<file path="src/hdl/xdc_pkg.sv">
// ----------------------------------------------------------------------------
// XPBD distance constraint package
// Word types, register codes and shared unit command format.
// ----------------------------------------------------------------------------
`timescale 1ns / 1ps

package xdc_pkg;

   localparam int ALU_W = 128;
   localparam int ALU_B = 64;
   localparam int CNT_W = 7;
   localparam int CSR_ADDR_W = 3;

   localparam logic REG_COMPLIANCE = 1'b0;
   localparam logic REG_TIME_STEP  = 1'b1;

   localparam logic [31:0] TIME_STEP_RESET = 32'h0001_0000;
   localparam logic [47:0] STEP_CAP        = 48'hFFFF_FFFF_FFFF;
   localparam logic [39:0] CONV_CAP        = 40'hFF_FFFF_FFFF;
   localparam logic [30:0] MODALPH_CAP     = 31'h7FFF_FFFF;

   typedef struct packed {
      logic signed [31:0] first_x;
      logic signed [31:0] first_y;
      logic signed [31:0] second_x;
      logic signed [31:0] second_y;
      logic [31:0]        mass_first;
      logic [31:0]        mass_second;
      logic               pinned_first;
      logic               pinned_second;
      logic [31:0]        rest_length;
      logic signed [31:0] multiplier_in;
      logic               restart_sum;
   } req_word_type;

   typedef struct packed {
      logic signed [31:0] new_first_x;
      logic signed [31:0] new_first_y;
      logic signed [31:0] new_second_x;
      logic signed [31:0] new_second_y;
      logic signed [31:0] multiplier_out;
      logic [39:0]        convergence_sum;
   } rsp_word_type;

   typedef struct packed {
      logic [31:0] compliance;
      logic [31:0] time_step;
   } cfg_type;

   typedef enum logic [1:0] {
      ALU_MUL,
      ALU_DIV,
      ALU_SQRT
   } alu_op_type;

   typedef struct packed {
      alu_op_type        op;
      logic [ALU_W-1:0]  a;
      logic [ALU_B-1:0]  b;
      logic [CNT_W-1:0]  count;
   } alu_cmd_type;

endpackage

</file>
<file path="src/hdl/xdc_csr.sv">
// ----------------------------------------------------------------------------
// XPBD distance constraint registers
// Compliance and time step behind the APB-style port.
// ----------------------------------------------------------------------------
`timescale 1ns / 1ps

module xdc_csr import xdc_pkg::*; (
   input  logic                   clock,
   input  logic                   reset,
   input  logic                   psel,
   input  logic                   penable,
   input  logic                   pwrite,
   input  logic [CSR_ADDR_W-1:0]  paddr,
   input  logic [31:0]            pwdata,
   output logic [31:0]            prdata,
   output logic                   pready,
   output cfg_type                cfg
);

   logic [31:0] compliance_ff;
   logic [31:0] time_step_ff;
   logic        reg_idx;

   assign reg_idx = paddr[2];
   assign pready  = 1'b1;

   always_ff @(posedge clock) begin
      if (reset) begin
         compliance_ff <= '0;
         time_step_ff  <= TIME_STEP_RESET;
      end else if (psel && penable && pwrite) begin
         case (reg_idx)
            REG_COMPLIANCE: compliance_ff <= pwdata;
            REG_TIME_STEP:  time_step_ff  <= pwdata;
            default:        compliance_ff <= compliance_ff;
         endcase
      end
   end

   always_comb begin
      case (reg_idx)
         REG_COMPLIANCE: prdata = compliance_ff;
         REG_TIME_STEP:  prdata = time_step_ff;
         default:        prdata = '0;
      endcase
   end

   assign cfg.compliance = compliance_ff;
   assign cfg.time_step  = time_step_ff;

endmodule

</file>
<file path="config.mk">
export PLATFORM = sky130hd
export DESIGN_NAME = xdc_csr
export DESIGN_NICKNAME = d
export VERILOG_FILES = /design/src/hdl/xdc_pkg.sv /design/src/hdl/xdc_csr.sv
export SDC_FILE = /design/constraint.sdc
export NUM_CORES = 1
export LEC_CHECK = 0
export BUFFER_PORTS_ARGS = -buffer_cell sky130_fd_sc_hd__buf_2
export CAP_MARGIN = 20
export CORE_UTILIZATION = 51
export DETAILED_ROUTE_END_ITERATION = 12
export PLACE_DENSITY = 0.92
export SYNTH_ARGS = -nofsm -noshare
export SYNTH_HDL_FRONTEND = slang
export SYNTH_SLANG_ARGS = --single-unit
</file>
<file path="constraint.sdc">
create_clock -name clock -period 2.17 [get_ports clock]
set_clock_uncertainty 0.15 [all_clocks]
set_input_delay 0.217 -clock clock [delete_from_list [all_inputs] [get_ports clock]]
set_output_delay 0.217 -clock clock [all_outputs]
set_load 0.005 [all_outputs]
</file>
==> flow_summary_export.csv <==
group,metric,value,unit
run_status,run_status,"finished, final reports clean",
synth,synth.cell_area,0.003070,sq mm
sta,fin_crit,1706,ps
sta,max_freq,0.5860,GHz
routing,vias,2456,
synth,synth.ff_latch_count,64,
final_layout,drive_gt1_share,45.17,%
routing,routed_via_density,5.053,
die,die_x,79.59,um
clock_tree,cts_sinks,64,
final_layout,area_delta_synth_final,28.97,%
die,rows,27,
place,dp_slack,310.3,ps
final_layout,nets,450,
worst_setup_path,slowest_stage,"buf_2",
clock_tree,cts-buffers-inserted,9,
synth,syn_avg_cell_area,10.85,sq um
clock_tree,post_cts_buffers,0,
final_layout,n_fill_cell,445,
power,power.total,0.002513,W
global_routing,grt_usage,22.68,%
die,io_pins,137,
worst_setup_path,criticalPathCategory,"primary input to primary output",
worst_setup_path,path_cells,"buf_2 -> buf_12 -> mux2_2 -> buf_2",
worst_setup_path,critPathMaxStageDelay,370,ps
worst_setup_path,end_kind,"primary output",
synth,async_flop_share,0,%
sta,tightest_slew,674.7,ps
synth,ys_seq_area_share,41.73,%
global_routing,grt_pass1_vias,2328,
sta,setup_tns,0,ps
synth,syn_nets,323,
die,initial_utilization,54.42,%
final_layout,ff_latch_area,0.001281,sq mm
clock_tree,hold_buffers,0,
synth,yosys_most_used_dff,"dfxtp_1",
run,cap_violations,0,
worst_setup_path,cp_max_fo,20,
global_routing,antenna_found_initial,0,
clock_tree,path_clk_slew,70,ps
synth,synthTopCellsByArea,"dfxtp_1 (42%), mux2i_1 (21%), nand2b_1 (19%)",
worst_setup_path,cp_data_arrival_time,1340,ps
sta,rsz0062_at_grt,"false",
synth,synth_warnings,0,
synth,ys_types,15,
die,core,0.005642,sq mm
routing,route.met2.wl,3421,um
power,vdd.ir_drop.worst,0.0003087,V
worst_setup_path,start_kind,"primary input",
routing,drtAntennaViolNets,0,
place,portBuffers,133,
global_routing,grt_max_degree,98,
synth,postSynthCellCount,283,
synth,netlist.area_leader.share,41.73,%
synth,yosysMostFrequentCell,"nand2b_1",
sta,report.final.slew_viol_count,0,
sta,timing.final.ws_setup,463.5,ps
sta,hold_viol_final,0,
die,die_area,0.006335,sq mm
sta,fin_crit_sh,78.64,%
routing,wl_met3,408,um
routing,drt_pre_antenna_iters,4,
clock_tree,insertion_delay,330,ps
clock_tree,cts_buffer_depth,2,
clock_tree,cts_max_level,3,
die,die_h,79.59,um
clock_tree,cts_root_buf,"clkbuf_8",
routing,drc,0,
place,routabilityCongestion,0.7510,
routing,wl_met1,2939,um
power,p_per_area,634.7,mW/mm^2
worst_setup_path,cpMostUsedCell,"buf_2",
routing,initialDrtViolationCount,61,
global_routing,grt_pass1_wl,10990,um
global_routing,gr-total-overflow,0,
clock_tree,cts_resized,0,
clock_tree,cts_tree,"done",
sta,setup_viol,0,
routing,dr.max_layer_used,"met4",
sta,holdWs,18.45,ps
final_layout,insertedDiodeCount,0,
synth,synth_edf_count,0,
sta,max_slew_margin,54.94,%
final_layout,multi_input_area,0.001663,sq mm
routing,wl,6866,um
worst_setup_path,critPathRequiredTime,1800,ps
synth,yosys-top-cells-count,"nand2b_1 (95), dfxtp_1 (64), mux2i_1 (64)",
synth,yosys.area.top_type,"dfxtp_1",
worst_hold_path,hold_class,"primary input to flop",
power,p_leak,2.057,nW
routing,wire_per_inst,14.13,um
place,hpwl,4666,um
==> per-stage QoR <==
stage	utilization [%]	instances	area, sq um
after floorplan	-	283	3070
after global placement	66.56	471	3755
after detailed placement	66.56	471	3755
after CTS	70.19	486	3960
after global routing	70.19	486	3960
final	70.19	486	3960
==> layout by cell type (no fill, tap or decap), drive strengths merged <==
cell	netlist	final
and4b	1	1
buf	11	137
nand4	1	1
conb	1	1
and4	1	1
clkbuf	10	12
nor2	2	2
clkinv	0	2
mux2i	64	64
mux2	32	32
nand4b	1	1
bufinv	0	1
dfxtp	64	64
nand2b	95	95
==> power breakdown <==
part	internal, W	switching [W]	total [W]	leakage, nW
clock	0.000615	0.000431	0.00105	0.108
sequential	0.00120	0.0000187	0.00122	0.518
combinational	0.000135	0.000113	0.000248	1.43
total	0.00195	0.000563	0.00251	2.06
==> cells by family after synthesis <==
logic type	share of synthesized area [%]
simple gates	21.39
buf+inv	4.157
mux	32.60
other cells	0.1221
flops	41.73
==> critical path: cells and delay by family <==
family                 cells  cell delay (ps)
buffers and inverters      3              750
multiplexers               1              360
==> final timing paths <==
| check | cells after the start | slack (ps) | startpoint | to |
|---|---|---|---|---|
| hold / removal | 3 | 20 | pwdata[28] | compliance_ff[28] |
| hold reg to reg | 2 | 330 | time_step_ff[29] | time_step_ff[29] |
| setup reg to reg | 2 | 1310 | time_step_ff[21] | time_step_ff[21] |
| setup / recovery | 4 | 460 | paddr[2] | prdata[11] |
==> layout make-up <==
cell class	count	share of cell area (%)
Multi-Input combinational cell	198	41.99
Sequential cell	64	32.35
Timing Repair Buffer	137	18.20
Clock buffer	12	4.171
Tap cell	72	2.275
Clock inverter	3	1.011
==> registers in the layout, indices dropped and copies added, names as in the netlist <==
register / flops
compliance_ff: 32
time_step_ff: 32
==> layer usage <==
layer	vias to the layer above	track usage [%]
li1	1207	-
met1	1146	25.76
met2	94	39.74
met3	9	5.486
met4	0	10.36
met5	-	0
No activity file was read; power rests on OpenSTA's default activity.
