**src/hdl/xdc_pkg.sv**
```systemverilog
// ----------------------------------------------------------------------------
// XPBD distance constraint package
// Word types, register codes and shared unit command format.
// ----------------------------------------------------------------------------
`timescale 1ns / 1ps

package xdc_pkg;

   localparam int ALU_W = 128;
   localparam int ALU_B = 64;
   localparam int CNT_W = 7;
   localparam int CSR_ADDR_W = 3;

   localparam logic REG_COMPLIANCE = 1'b0;
   localparam logic REG_TIME_STEP  = 1'b1;

   localparam logic [31:0] TIME_STEP_RESET = 32'h0001_0000;
   localparam logic [47:0] STEP_CAP        = 48'hFFFF_FFFF_FFFF;
   localparam logic [39:0] CONV_CAP        = 40'hFF_FFFF_FFFF;
   localparam logic [30:0] MODALPH_CAP     = 31'h7FFF_FFFF;

   typedef struct packed {
      logic signed [31:0] first_x;
      logic signed [31:0] first_y;
      logic signed [31:0] second_x;
      logic signed [31:0] second_y;
      logic [31:0]        mass_first;
      logic [31:0]        mass_second;
      logic               pinned_first;
      logic               pinned_second;
      logic [31:0]        rest_length;
      logic signed [31:0] multiplier_in;
      logic               restart_sum;
   } req_word_type;

   typedef struct packed {
      logic signed [31:0] new_first_x;
      logic signed [31:0] new_first_y;
      logic signed [31:0] new_second_x;
      logic signed [31:0] new_second_y;
      logic signed [31:0] multiplier_out;
      logic [39:0]        convergence_sum;
   } rsp_word_type;

   typedef struct packed {
      logic [31:0] compliance;
      logic [31:0] time_step;
   } cfg_type;

   typedef enum logic [1:0] {
      ALU_MUL,
      ALU_DIV,
      ALU_SQRT
   } alu_op_type;

   typedef struct packed {
      alu_op_type        op;
      logic [ALU_W-1:0]  a;
      logic [ALU_B-1:0]  b;
      logic [CNT_W-1:0]  count;
   } alu_cmd_type;

endpackage

```
**src/hdl/xdc_alu.sv**
```systemverilog
// ----------------------------------------------------------------------------
// XPBD distance constraint shared unit
// Bit-serial multiply, restoring divide and digit-by-digit square root.
// ----------------------------------------------------------------------------
`timescale 1ns / 1ps

module xdc_alu import xdc_pkg::*; (
   input  logic              clock,
   input  logic              reset,
   input  logic              start,
   input  alu_cmd_type       cmd,
   output logic [ALU_W-1:0]  result,
   output logic              done
);

   alu_op_type        op_ff;
   logic [ALU_W-1:0]  x_ff;
   logic [ALU_B-1:0]  y_ff;
   logic [ALU_W-1:0]  acc_ff;
   logic [ALU_B-1:0]  rem_ff;
   logic [CNT_W-1:0]  cnt_ff;
   logic              busy_ff;
   logic              done_ff;

   logic [ALU_W-1:0]  add_sum;
   logic [ALU_B:0]    lhs;
   logic [ALU_B:0]    rhs;
   logic [ALU_B+1:0]  diff;
   logic              ge;

   always_comb begin
      add_sum = acc_ff + (y_ff[0] ? x_ff : '0);
      if (op_ff == ALU_SQRT) begin
         lhs = {rem_ff[ALU_B-2:0], x_ff[ALU_W-1 -: 2]};
         rhs = {y_ff[ALU_B-2:0], 2'b01};
      end else begin
         lhs = {rem_ff, x_ff[ALU_W-1]};
         rhs = {1'b0, y_ff};
      end
      diff = {1'b0, lhs} - {1'b0, rhs};
      ge   = ~diff[ALU_B+1];
   end

   always_ff @(posedge clock) begin
      if (reset) begin
         busy_ff <= 1'b0;
         done_ff <= 1'b0;
         cnt_ff  <= '0;
         op_ff   <= ALU_MUL;
      end else if (start) begin
         busy_ff <= 1'b1;
         done_ff <= 1'b0;
         cnt_ff  <= cmd.count;
         op_ff   <= cmd.op;
      end else if (busy_ff) begin
         cnt_ff  <= cnt_ff - 1'b1;
         busy_ff <= (cnt_ff != 1);
         done_ff <= (cnt_ff == 1);
      end else begin
         done_ff <= 1'b0;
      end
   end

   always_ff @(posedge clock) begin
      if (start) begin
         x_ff   <= cmd.a;
         y_ff   <= cmd.b;
         acc_ff <= '0;
         rem_ff <= '0;
      end else if (busy_ff) begin
         case (op_ff)
            ALU_MUL: begin
               acc_ff <= add_sum;
               x_ff   <= {x_ff[ALU_W-2:0], 1'b0};
               y_ff   <= {1'b0, y_ff[ALU_B-1:1]};
            end
            ALU_DIV: begin
               rem_ff <= ge ? diff[ALU_B-1:0] : lhs[ALU_B-1:0];
               x_ff   <= {x_ff[ALU_W-2:0], ge};
            end
            ALU_SQRT: begin
               rem_ff <= ge ? diff[ALU_B-1:0] : lhs[ALU_B-1:0];
               y_ff   <= {y_ff[ALU_B-2:0], ge};
               x_ff   <= {x_ff[ALU_W-3:0], 2'b00};
            end
            default: begin
               acc_ff <= acc_ff;
            end
         endcase
      end
   end

   always_comb begin
      case (op_ff)
         ALU_MUL:  result = acc_ff;
         ALU_DIV:  result = x_ff;
         ALU_SQRT: result = {{(ALU_W-ALU_B){1'b0}}, y_ff};
         default:  result = acc_ff;
      endcase
   end

   assign done = done_ff;

endmodule

```
**config.mk**
```make
export PLATFORM = sky130hd
export DESIGN_NAME = xdc_alu
export DESIGN_NICKNAME = d
export VERILOG_FILES = /design/src/hdl/xdc_pkg.sv /design/src/hdl/xdc_alu.sv
export SDC_FILE = /design/constraint.sdc
export NUM_CORES = 2
export LEC_CHECK = 0
export ABC_AREA = 1
export BUFFER_PORTS_ARGS = -buffer_cell sky130_fd_sc_hd__clkbuf_2
export CORE_MARGIN = 2
export CORE_UTILIZATION = 51
export DETAILED_ROUTE_END_ITERATION = 12
export GPL_ROUTABILITY_DRIVEN = 0
export PLACE_DENSITY = 0.81
export RECOVER_POWER = 25
export SLEW_MARGIN = 10
export SYNTH_ARGS = -nofsm -noshare
export SYNTH_HDL_FRONTEND = slang
export SYNTH_SLANG_ARGS = --single-unit
export TNS_END_PERCENT = 5
```
**constraint.sdc**
```tcl
create_clock -name clock -period 24.1 [get_ports clock]
set_clock_uncertainty 0.05 [all_clocks]
set_input_delay 1.205 -clock clock [delete_from_list [all_inputs] [get_ports clock]]
set_output_delay 1.205 -clock clock [all_outputs]
set_load 0.03 [all_outputs]
```
==> flow_summary.yaml <==
critical_path:
  r2r_cells: 18
  arrival_ns: 12.21
  reg2reg_setup_slack_ns: 16.42
  required_ns: 24.30
  cp-start-kind: "input pin"
  rr_startpoint: "op_ff[0]"
  crit_path_max_fanout: 86
  critPathKind: "input pin to flip-flop"
  cp-end-kind: "flip-flop"
  r2r-end: "x_ff[0]"
run_status:
  violations: "max-capacitance violations, max-slew violations"
  status: "finished, violations left"
floorplanning:
  dieArea_um2: 74300
  initial_utilization_pct: 51.5
  coreArea_um2: 71500
  die_height_um: 273
  io_pins: 333
  die_x_um: 273
  num_rows: 98
finish:
  fin_nets: 6703
  fin_cells: 7289
  diodes: 0
  layout-drive-gt1-share_pct: 7.26
  syn2layout_area_growth_pct: 10.4
  final_common_cell: "nand2_1"
  post-route-util_pct: 56.8
  fillCellCount: 7064
  most-common-layout-cells: "nand2_1 (1453), inv_1 (976), a21oi_1 (868)"
logic_synthesis:
  syn_inst: 6117
  yosysUniqueCellTypes: 46
  yosys_register_bits: 395
  yosysSeqAreaShare_pct: 26.7
  synth_area_per_cell_um2: 6.02
  syn_area_um2: 36800
  synthFlopType: "dfxtp_1"
  ys_warn_count: 0
  synth_edf_count: 192
  synth_nets: 6520
  async_reset_ff_share_pct: 0
timing:
  post-route-min-period_ns: 12.01
  tightest_slew_ns: 4.31
  fin_crit_sh_pct: 49.8
  grt_setup_unrepaired: "false"
  max_freq_mhz: 83.3
  hold_viol: 0
  drv_slew: 555
  maxSlewHeadroom_pct: -187
  setup_violations: 0
  tns_ns: 0
placed_design:
  port-buffer-count: 332
  dp_hpwl_um: 112000
  dpl.cell_count: 7201
grt:
  grt_max_degree: 102
  grt_usage_pct: 37.7
  antenna_found_initial: 0
  grt_pass1_vias: 39766
  grt_overflow: 0
  grt_pass1_wl_um: 221000
route:
  wl_per_cell_um: 20.0
  vias_per_cell: 5.98
  drc: 0
  detail-route-antenna-nets: 0
  drtIter0Drc: 6645
  first_pass_iters: 13
  routed_wl_um: 146000
  vias: 43578
power_and_ir_drop:
  irDropWorstVdd_mv: 0.0614
  total_power_mw: 2.58
  leakagePower_nw: 18.7
  power_density_nw_per_um2: 63.5
cts:
  cts_made_buffers: 47
  cts_max_level: 2
  tritoncts: "done"
  clock_path_buffers: 3
  cts.reportedPaths.clkPinSlew_ns: 0.07
  cts_root_buffer: "clkbuf_16"
  post_cts_resized: 0
  cts.hold.buffers_added: 0
  post_cts_buffers: 0
  clk_latency_ns: 0.65
  cts_num_sinks: 395
job:
  drv_cap: 8
hold_path:
  holdPathEnd: "rem_ff[1]"
  hold_path_depth: 2
  holdCritPathClass: "flip-flop to flip-flop"
  min_from: "rem_ff[1]"
routing by layer:
metal / track usage, % / up-vias / share of wire [%]
met2: 53.2 / 3301 / 39
met3: 10.9 / 705 / 15
met4: 25.9 / 0 / 8.4
li1: - / 20191 / -
met5: 0 / - / 0
met1: 49.3 / 19381 / 38
critical path, cell delays in order:
cell,delay (ns)
clkbuf_1,2.87
clkinvlp_2,3.49
o21ai_4,0.38
clkbuf_1,3.04
buf_4,1.06
cell families (layout without fill, tap and decap cells):
kind of cell	after synthesis	in the layout	synth area share [%]
compound gates	1632	1632	23.6
xor+xnor	106	106	2.52
fa+ha+maj	199	199	6.81
buf+inv	1207	1429	12.5
flops	395	395	26.7
simple gates	2578	2578	27.9
cell type report:
type                            instances  area, um^2  share of cell area, %
Tap cell                              950        1190                   2.93
Sequential cell                       395        9830                   24.2
Multi-Input combinational cell       4515       22400                   55.2
Timing Repair Buffer                  356        1820                   4.48
Clock inverter                         25         329                  0.810
Inverter                              985        3700                   9.12
Clock buffer                           63        1320                   3.24
per-stage QoR:
step	hold WS (ns)	setup WS (ns)	instance area, um^2
2_1_floorplan	0.395	13.41	36800
3_3_place_gp	0.403	18.41	39000
3_5_place_dp	0.405	18.22	39000
4_1_cts	0.415	18.19	40700
5_1_grt	0.436	11.63	40600
6_report	0.419	12.09	40600
report_power, final:
part	internal [mW]	leakage (nW)	switching, mW
Clock	0.452	0.809	0.326
Combinational	0.276	14.3	0.665
Sequential	0.787	3.59	0.0720
synth_stat cells, types with 7 or more instances:
| cell type | number | area, um^2 |
|---|---|---|
| ha_1 | 197 | 2460 |
| o211ai_1 | 10 | 75.1 |
| a211oi_1 | 46 | 345 |
| a31oi_1 | 47 | 294 |
| nand3_1 | 224 | 1120 |
| a21oi_1 | 868 | 4340 |
| xor2_1 | 89 | 780 |
| nand2_1 | 1454 | 5460 |
| o21bai_1 | 34 | 255 |
| nor2_1 | 760 | 2850 |
| o21a_1 | 20 | 150 |
| nor4_1 | 12 | 75.1 |
| edfxtp_1 | 192 | 5770 |
| a21o_1 | 30 | 225 |
| nand3b_1 | 18 | 135 |
| o21ai_0 | 542 | 2710 |
| xnor2_1 | 17 | 149 |
| a21boi_0 | 25 | 188 |
| inv_1 | 977 | 3670 |
| or2_2 | 7 | 43.8 |
| nand2_2 | 7 | 43.8 |
| clkbuf_1 | 181 | 679 |
| dfxtp_1 | 203 | 4060 |
| buf_1 | 27 | 101 |
| inv_2 | 7 | 26.3 |
| nor3_1 | 59 | 295 |
| nand4_1 | 23 | 144 |
registers in the layout, summed over array words and instances (netlist names):
signal / cells
op_ff: 2
acc_ff: 128
busy_ff: 1
done: 1
y_ff: 64
x_ff: 128
rem_ff: 64
cnt_ff: 7
how the worst max path moves through the flow:
stage / from / endpoint / slack (ns) / cells past startpoint
after detailed placement: op_ff[0] / rem_ff[35] / 18.22 / 21
after global placement: op_ff[0] / rem_ff[34] / 18.41 / 21
after floorplan: op_ff[1] / x_ff[0] / 13.41 / 5
after global routing: start / x_ff[99] / 11.63 / 5
final: start / x_ff[99] / 12.09 / 5
after CTS: op_ff[0] / rem_ff[35] / 18.19 / 21
(Power assumes the default switching activity.)
